`config.mk`:
```
export PLATFORM = sky130hd
export DESIGN_NAME = rrrc_ctrl
export DESIGN_NICKNAME = d
export VERILOG_FILES = /design/src/round_robin_reference_cache_defines.svh /design/src/rrrc_pkg.sv /design/src/rrrc_ctrl.sv
export SDC_FILE = /design/constraint.sdc
export NUM_CORES = 1
export LEC_CHECK = 0
export ABC_AREA = 1
export BUFFER_PORTS_ARGS = -buffer_cell sky130_fd_sc_hd__buf_2
export CORE_AREA = 8 8 45 47
export CTS_CLUSTER_SIZE = 10
export DETAILED_ROUTE_END_ITERATION = 10
export DIE_AREA = 0 0 53 55
export PLACE_DENSITY = 0.55
export SLEW_MARGIN = 10
export SYNTH_ARGS = -nofsm -noshare
export SYNTH_HDL_FRONTEND = slang
export SYNTH_SLANG_ARGS = --single-unit
```
`constraint.sdc`:
```
create_clock -name i_clk -period 1.5 [get_ports i_clk]
set_input_delay 0.225 -clock i_clk [delete_from_list [all_inputs] [get_ports i_clk]]
set_output_delay 0.225 -clock i_clk [all_outputs]
set_load 0.005 [all_outputs]
```
`src/round_robin_reference_cache_defines.svh`:
```
// Assertion macros shared by the round-robin reference cache RTL.
// No dependencies; included by the files that carry assertions.
`ifndef ROUND_ROBIN_REFERENCE_CACHE_DEFINES_SVH
`define ROUND_ROBIN_REFERENCE_CACHE_DEFINES_SVH

// Check a condition at every clock edge outside reset.
`define RRRC_ASSERT_ALWAYS(label, clk, rst_n, expr, msg) \
    label: assert property (@(posedge clk) disable iff (!rst_n) (expr)) else $error(msg);

// Check that a condition implies another in the same cycle.
`define RRRC_ASSERT_IMPL(label, clk, rst_n, ante, cons, msg) \
    label: assert property (@(posedge clk) disable iff (!rst_n) (ante) |-> (cons)) \
        else $error(msg);

// Check that a condition implies another in the following cycle.
`define RRRC_ASSERT_NEXT(label, clk, rst_n, ante, cons, msg) \
    label: assert property (@(posedge clk) disable iff (!rst_n) (ante) |=> (cons)) \
        else $error(msg);

`endif

```
`src/rrrc_pkg.sv`:
```
// Shared types and constants of the round-robin reference cache.
// No dependencies; imported by the controller, the datapath and the top level.
package rrrc_pkg;

    // Default ring depth
    localparam int SLOTS_DEF = 64;

    // Field widths
    localparam int CMD_W  = 3;
    localparam int OBJ_W  = 32;
    localparam int OWN_W  = 8;
    localparam int SIZE_W = 7;

    // Sweep length after reset
    localparam logic [SIZE_W-1:0] SWEEP_RST = 7'd10;

    // Command codes
    localparam logic [CMD_W-1:0] CMD_INSERT    = 3'd0;
    localparam logic [CMD_W-1:0] CMD_PURGE_OBJ = 3'd1;
    localparam logic [CMD_W-1:0] CMD_PURGE_OWN = 3'd2;
    localparam logic [CMD_W-1:0] CMD_SWEEP     = 3'd3;
    localparam logic [CMD_W-1:0] CMD_RESIZE    = 3'd4;

    // Commands from controller to datapath
    typedef struct packed {
        logic load;        // capture the input word, start a command
        logic slot_rd;     // read the slot under the walk pointer
        logic ev;          // evaluate that slot, release on hit (not on insert), advance
        logic ins_rd;      // read the slot at the write index
        logic ins_commit;  // evict and overwrite the slot at the write index
        logic fin;         // apply resize, close the command
        logic buf_rd;      // read the next released handle
        logic out_buf;     // load the output with a released handle
        logic out_empty;   // load the output with the empty result
    } t_dp_ctl;

    // Status from datapath to controller
    typedef struct packed {
        logic walk_go;     // command needs a slot walk
        logic stop;        // slot under evaluation ends the walk
        logic ins_next;    // insert walk ended with the object absent
        logic rel_none;    // nothing released by this command
        logic buf_last;    // handle being output is the last one
        logic out_free;    // output register can take a word
    } t_dp_sts;

endpackage

```
`src/rrrc_ctrl.sv`:
```
// Controller state machine of the round-robin reference cache.
// Depends on rrrc_pkg; drives the datapath through t_dp_ctl, reads t_dp_sts.
module rrrc_ctrl import rrrc_pkg::*; (
    input  logic    i_clk,
    input  logic    i_rst_n,
    input  logic    i_in_valid,
    output logic    o_in_ready,
    input  t_dp_sts i_sts,
    output t_dp_ctl o_ctl
);

    localparam logic [3:0] S_IDLE   = 4'd0;
    localparam logic [3:0] S_START  = 4'd1;
    localparam logic [3:0] S_RD     = 4'd2;
    localparam logic [3:0] S_EV     = 4'd3;
    localparam logic [3:0] S_INS_RD = 4'd4;
    localparam logic [3:0] S_INS_EV = 4'd5;
    localparam logic [3:0] S_FIN    = 4'd6;
    localparam logic [3:0] S_EMPTY  = 4'd7;
    localparam logic [3:0] S_BUF_RD = 4'd8;
    localparam logic [3:0] S_BUF_LD = 4'd9;

    logic [3:0] r_state;
    logic [3:0] n_state;

    assign o_in_ready = (r_state == S_IDLE);

    // Sequence one command: walk, optional insert, then drain results
    always_comb begin
        o_ctl   = '0;
        n_state = r_state;
        unique case (r_state)
            S_IDLE: begin
                if (i_in_valid) begin
                    o_ctl.load = 1'b1;
                    n_state    = S_START;
                end
            end
            S_START: begin
                n_state = i_sts.walk_go ? S_RD : S_FIN;
            end
            S_RD: begin
                o_ctl.slot_rd = 1'b1;
                n_state       = S_EV;
            end
            S_EV: begin
                o_ctl.ev = 1'b1;
                if (i_sts.stop) begin
                    n_state = i_sts.ins_next ? S_INS_RD : S_FIN;
                end else begin
                    n_state = S_RD;
                end
            end
            S_INS_RD: begin
                o_ctl.ins_rd = 1'b1;
                n_state      = S_INS_EV;
            end
            S_INS_EV: begin
                o_ctl.ins_commit = 1'b1;
                n_state          = S_FIN;
            end
            S_FIN: begin
                o_ctl.fin = 1'b1;
                n_state   = i_sts.rel_none ? S_EMPTY : S_BUF_RD;
            end
            S_EMPTY: begin
                if (i_sts.out_free) begin
                    o_ctl.out_empty = 1'b1;
                    n_state         = S_IDLE;
                end
            end
            S_BUF_RD: begin
                o_ctl.buf_rd = 1'b1;
                n_state      = S_BUF_LD;
            end
            S_BUF_LD: begin
                if (i_sts.out_free) begin
                    o_ctl.out_buf = 1'b1;
                    n_state       = i_sts.buf_last ? S_IDLE : S_BUF_RD;
                end
            end
            default: begin
                n_state = S_IDLE;
            end
        endcase
    end

    always_ff @(posedge i_clk) begin
        if (!i_rst_n) begin
            r_state <= S_IDLE;
        end else begin
            r_state <= n_state;
        end
    end

endmodule

```
Yosys cells after proc, flatten, opt, wreduce, memory -nomap -nowiden --
Index checks and enable logic that the tools add are counted.
Storage, ports and cells: register bits after elaboration 4, output and inout port bits 10
Operators by class: multiplexer cells 20, equal/unequal tests 12, reductions and logical operators 2
Operators by type and width (number):
- 4-bit one-hot mux with 10 select lines | 1
- 4-bit two-way mux | 5
- 4-bit by 3-bit equality test with 1-bit output (second input constant) | 4
- 1-bit two-way mux | 11
- 4-bit by 2-bit equality test with 1-bit output (second input constant) | 2
- 4-bit equality test (second input constant) | 2
- 3-bit two-way mux | 2
- 2-bit != test (second input constant) | 3
- 4-bit by 1-bit equality test with 1-bit output (second input constant) | 1
- 4-bit logical NOT | 1
- 3-bit AND reduction | 1
- 2-bit two-way mux | 1

Logic depth before layout (Yosys ltp) --
Gate-level depths: netlist (run 1).
word-level depth 3, mapped depth 8, gate-level depth less buffers 8

Worst setup path before layout (run 1) --
No wires, ideal clock.
path kind register -> register, start point reg r_state[2], end point reg r_state[0], stages on the path, launching flop included 7, arrival time 0.945 ns, buffers on the path 0, setup time 0.115 ns, slack 0.440 ns, clock period less this slack 1.060 ns, path through dfxtp_1 nor2_2 inv_1 nor2_2 nand2_1 nand3_1 a21oi_2
On the way: cells in the longest elaborated chain, start to end 3, elaborated cells between the ends (all ways) 15
RTL lines:
- start: declaration | line rrrc_ctrl.sv:23 | logic [3:0] r_state;
- start signal: assignment | line rrrc_ctrl.sv:92 | r_state <= n_state;
- 4-bit logical NOT (*)
- net o_in_ready | line rrrc_ctrl.sv:7 | output logic o_in_ready,
- 2-bit != test (no source line)
- 3-bit AND reduction (no source line)
Mark *: on every way through the listed nets, which the timed path passes. The rest lies on a longest branch. A chain may end at the register's enable or synchronous reset.

==> summary.md, run 1 <==
| Metric | Value |
|---|---|
| Outcome | `finished, final reports clean` |
| Die height | `55 um` |
| Synth unique cells | `17` |
| CTS clk-pin slew, worst paths | `0.04 ns` |
| Fmax | `709 MHz` |
| CP max stage delay | `0.36 ns` |
| Commonest non-fill, non-tap cell in the layout | `buf_2` |
| Clk_skew | `0.00510 ns` |
| Hold crit path type | `input pin to register` |
| # rows | `14` |
| CTS tree | `yes` |
| DRT Pass-1 Iters | `4` |
| Synthesis-stage register bit count | `4` |
| Post-cts hold buffer count | `0` |
| Reg-to-Reg Start | `r_state[3]` |
| Nature of the critical path endpoint | `output port` |
| Io pins | `19` |
| Hold_ws | `0.186 ns` |
| Slew at the pin closest to its max-slew limit | `0.236 ns` |
| Clock buffer depth | `2` |
| Overflow after GRT | `0` |
| Hpwl dp | `870 um` |
| CP max FO | `5` |
| Critical path arrival | `1.19 ns` |
| Seq/Total Area, Yosys | `0.199` |
| Layout area overhead | `33.5%` |
| Final setup TNS | `0 ns` |
| Avg WL per Cell | `10.0 um` |
| Max-Cap Viols | `0` |
| Drt total wl | `1.04 mm` |
| Total Nets Final | `99` |
| Average size of a mapped cell | `6.01 um^2` |
| Final worst path period need | `1.41 ns` |
| TritonCTS Buffers | `3` |
| Total Routing Usage GR | `0.0770` |
| Commonest non-fill, non-tap cells in the layout | `buf_2, inv_1, nand2_1, nand3_1, inv_2` |
| Synth warn | `0` |
| Peak VDD IR | `0.000534 V` |
| CTS Sinks | `4` |
| Die width | `53 um` |
| Reg with most FFs | `r_state` |
| Critical path class | `register to output port` |
| Share of layout cells above drive strength 1 | `0.489` |
| Setup crit start | `r_state[3]` |
| Hold path start | `i_rst_n` |
| Critical-path cell list | `nor2_2 > inv_1 > nor3_1 > buf_2` |
| Cell area after synthesis | `403 um^2` |
| Buffers on Ports | `18` |
| WP data required | `1.27 ns` |
| Syn Nets | `76` |
| Biggest regs | `r_state (4)` |
| Die area | `0.00292 mm^2` |
| Root buffer cell | `clkbuf_4` |
| PD cells | `1640 mW/mm^2` |
| Post-CTS setup buffers | `0` |
| Cells after Synth | `67` |
| Starting Density | `0.291` |
| # H-tree levels | `1` |
| Crit-path leading delay family | `flip-flops` |
| P_leak | `0.332 nW` |
| Antenna diodes | `0` |
| Core ar. | `0.00138 mm^2` |
| Unrepaired setup endpoints after global routing | `no` |
| Slew Viols, Final | `0` |
| DRC errors left | `0` |
| Max reg flops | `4` |
| Final Hold Vio Count | `0` |
| Initial antenna violation count | `0` |
| Max_slew headroom | `0.843` |
| Vias in the first global route | `454` |
| Final ANT Viol Nets | `0` |
| Final setup fails | `0` |
| Post-route clock period utilization | `0.941` |
| Slowest CP cell | `dfxtp_1` |
| Via density | `4.50` |
| First-pass GRT wire length | `1.75 mm` |
| Largest net degree at the start of global routing | `7` |
| Skew-Pair Late Insertion Delay | `0.24 ns` |
| GPL Wtd Cong | `0.791` |
| Vias | `468` |
| Crit path buf inv count | `2` |
| Startpoint type of the worst setup path | `register` |
| DRT iter0 DRCs | `2` |
==> area by class of cell <==
type,count,area [um^2]
flip-flops and latches,4,82.6
inverters,19,71.3
repair buffers,18,90.1
fillers,165,846
multi-input cells,44,251
clock buffers,3,22.5
well taps,16,20.0
==> routing by layer <==
layer  global-route usage  wire (um)  vias up
met5                    0          0        -
met4               0.0517         22        0
met3              0.00802         76        2
met2                0.127        452       19
met1               0.0927        488      199
li1                     -          -      248
==> final timing paths <==
path,to,cells after the start,slack (ns)
max,o_ctl[8],4,0.09
min,r_state[2],3,0.19
max reg2reg,r_state[0],6,0.35
min reg2reg,r_state[3],3,0.62
==> metrics by stage <==
| step | total power [mW] | setup WS, ns | std cells | cell area [um^2] | utilization |
|---|---|---|---|---|---|
| 6_report | 0.881 | 0.0892 | 104 | 538 | 0.389 |
| 5_1_grt | 0.970 | 0.00393 | 104 | 538 | 0.389 |
| 4_1_cts | 0.888 | 0.0542 | 104 | 536 | 0.387 |
| 3_5_place_dp | 0.746 | 0.322 | 101 | 513 | 0.371 |
| 3_3_place_gp | 0.747 | 0.338 | 101 | 513 | 0.371 |
| 2_1_floorplan | 0.582 | 0.440 | 67 | 403 | - |
==> tightest hold or removal path, stage by stage <==
cell	delay (ns)
buf_2	0.09
nand2_1	0.04
inv_1	0.04
==> synth_stat cells <==
cell | n | area share
dfxtp_1 | 4 | 0.20
a21oi_2 | 2 | 0.043
nor2_4 | 3 | 0.084
inv_2 | 6 | 0.056
o21ai_0 | 1 | 0.012
nand3_1 | 9 | 0.11
nand3b_1 | 1 | 0.019
inv_1 | 13 | 0.12
nand2_1 | 11 | 0.10
nand2_2 | 3 | 0.047
nor3_1 | 1 | 0.012
o21ai_1 | 1 | 0.012
nor2_1 | 4 | 0.037
nand3_2 | 2 | 0.050
nor4_1 | 1 | 0.016
a31oi_1 | 1 | 0.016
nor2_2 | 4 | 0.062
==> cell families after synthesis <==
family / after synthesis / synth area share
DFF: 4 / 0.199
and+or+nand+nor: 39 / 0.540
buffers and inverters: 19 / 0.177
AOI/OAI and AO/OA: 5 / 0.0838
==> where the power goes <==
| group | internal (mW) | switching, mW |
|---|---|---|
| clock | 0.0896 | 0.0457 |
| sequential | 0.153 | 0.0637 |
| combinational | 0.200 | 0.329 |
==> repair_timing <==
item | 4_1_cts | 5_1_grt
endpoints found under the setup margin | 0 | 3
hold endpoints to repair | 0 | 0
resized for setup | 0 | 2
No activity file was read; power rests on OpenSTA's default activity.
==> run 2, diff against run 1 <==
--- a/config.mk
+++ b/config.mk
@@ -7,10 +7,10 @@
 export LEC_CHECK = 0
 export ABC_AREA = 1
 export BUFFER_PORTS_ARGS = -buffer_cell sky130_fd_sc_hd__buf_2
-export CORE_AREA = 8 8 45 47
+export CORE_AREA = 2 2 39 41
 export CTS_CLUSTER_SIZE = 10
 export DETAILED_ROUTE_END_ITERATION = 10
-export DIE_AREA = 0 0 53 55
+export DIE_AREA = 0 0 41 43
 export PLACE_DENSITY = 0.55
 export SLEW_MARGIN = 10
 export SYNTH_ARGS = -nofsm -noshare
==> run 2 against run 1 <==
Net effect:
- via count rose by 0.43%
- sequential share of layout area down 0.20 points
- clock skew fell by 0.0048 ns
==> summary.md, run 2 (same netlist as run 1, synthesis figures left out) <==
| Metric | Value |
|---|---|
| Outcome | `finished, final reports clean` |
| Hpwl dp | `807 um` |
| Final ANT Viol Nets | `0` |
| Max_slew headroom | `0.849` |
| TritonCTS Buffers | `3` |
| Overflow after GRT | `0` |
| Share of layout cells above drive strength 1 | `0.477` |
| # rows | `14` |
| R2R setup slack | `0.34 ns` |
| Via density | `4.52` |
| Startpoint type of the worst setup path | `register` |
| Fillers | `167` |
| Largest net degree at the start of global routing | `7` |
| Placed insts | `101` |
| Nature of the critical path endpoint | `output port` |
| Max-Cap Viols | `0` |
| Buffers on Ports | `18` |
| Hold crit path type | `input pin to register` |
| GPL Wtd Cong | `0.810` |
| First-pass GRT wire length | `1.48 mm` |
| Core ar. | `0.00138 mm^2` |
| Setup crit start | `r_state[2]` |
| Root buffer cell | `clkbuf_4` |
| CP max FO | `5` |
| Vias in the first global route | `362` |
| DRT iter0 DRCs | `7` |
| Drt total wl | `965 um` |
| Gr busiest metal | `met2` |
| # H-tree levels | `1` |
| Biggest regs | `r_state (4)` |
| Total Routing Usage GR | `0.126` |
| Clk_skew | `0.000352 ns` |
| Reg-to-Reg Start | `r_state[2]` |
| Total Nets Final | `99` |
| Met1 usage | `0.161` |
| Commonest non-fill, non-tap cell in the layout | `buf_2` |
| Fmax | `709 MHz` |
| CTS clk-pin slew, worst paths | `0.04 ns` |
| Peak VDD IR | `0.000741 V` |
| Post-CTS setup buffers | `0` |
| Vias | `470` |
| CTS Sinks | `4` |
| Commonest non-fill, non-tap cells in the layout | `buf_2, inv_1, nand2_1, nand3_1, inv_2` |
| Initial antenna violation count | `0` |
| Final worst path period need | `1.41 ns` |
| Io pins | `19` |
| Post-route clock period utilization | `0.940` |
| Avg WL per Cell | `9.28 um` |
| Critical path arrival | `1.18 ns` |
| Slew at the pin closest to its max-slew limit | `0.226 ns` |
| Die width | `41 um` |
| Final non-filler cell total | `104` |
| Storage element area | `81.3 um^2` |
| Final Hold Vio Count | `0` |
| Met3 GRT Util | `0.0628` |
| Hold path start | `i_rst_n` |
| Unrepaired setup endpoints after global routing | `no` |
| GRT met2 Usage | `0.188` |
| Util after Layout | `0.388` |
| CTS tree | `yes` |
| Clock buffer depth | `2` |
| Post-cts hold buffer count | `0` |
| DRC errors left | `0` |
| Die height | `43 um` |
| Final setup fails | `0` |
| Starting Density | `0.291` |
| Die area | `0.00176 mm^2` |
| Reg with most FFs | `r_state` |
| P_leak | `0.332 nW` |
| Final setup TNS | `0 ns` |
| Antenna diodes | `0` |
| Skew-Pair Late Insertion Delay | `0.23 ns` |
| PD cells | `1610 mW/mm^2` |
| Area of the multi-input gates | `251 um^2` |
| Max reg flops | `4` |
| DRT Pass-1 Iters | `4` |
| Layout area overhead | `33.2%` |
| Slew Viols, Final | `0` |
| WP data required | `1.27 ns` |
| Critical path class | `register to output port` |
==> run 2: final timing paths <==
path | end | depth (start not counted)
min | r_state[2] | 3
max reg2reg | r_state[0] | 6
min reg2reg | r_state[3] | 4
max | o_ctl[8] | 4
==> run 2: per-layer routing <==
layer / up-vias / routed length, um / part of all wire
met5: - / 0 / 0
li1: 250 / - / -
met4: 0 / 0 / 0
met2: 18 / 444 / 0.46
met1: 202 / 443 / 0.46
met3: 0 / 77 / 0.080
==> run 2: cell type report <==
cell class,instances,share of cell area
clock buffers,3,0.0420
inverters,19,0.133
multi-input cells,44,0.469
flip-flops and latches,4,0.152
well taps,16,0.0373
repair buffers,18,0.168
==> run 2: what timing repair did <==
item                                    in CTS  in global routing
endpoints found under the setup margin       0                  2
resized for setup                            0                  1
endpoints found under the hold margin        0                  0
==> run 2: worst max-delay path, stage by stage, from the launching register on <==
cell and delay [ns]:
dfxtp_1 0.35, nor2_2 0.22, inv_1 0.09, nor3_1 0.16
buf_2 0.13
==> run 2: through the flow <==
step / hold WS, ns / setup slack (ns) / area, um^2 / power, mW
2_1_floorplan: 0.323 / 0.440 / 403 / 0.582
3_3_place_gp: 0.424 / 0.363 / 513 / 0.741
3_5_place_dp: 0.426 / 0.335 / 513 / 0.736
4_1_cts: 0.185 / 0.0798 / 536 / 0.874
5_1_grt: 0.187 / 0.0123 / 537 / 0.956
6_report: 0.194 / 0.0903 / 537 / 0.862
==> run 2: power breakdown <==
group	switching [mW]	internal, mW
clock network	0.0397	0.0892
registers	0.0656	0.147
logic	0.321	0.199
total	0.426	0.435
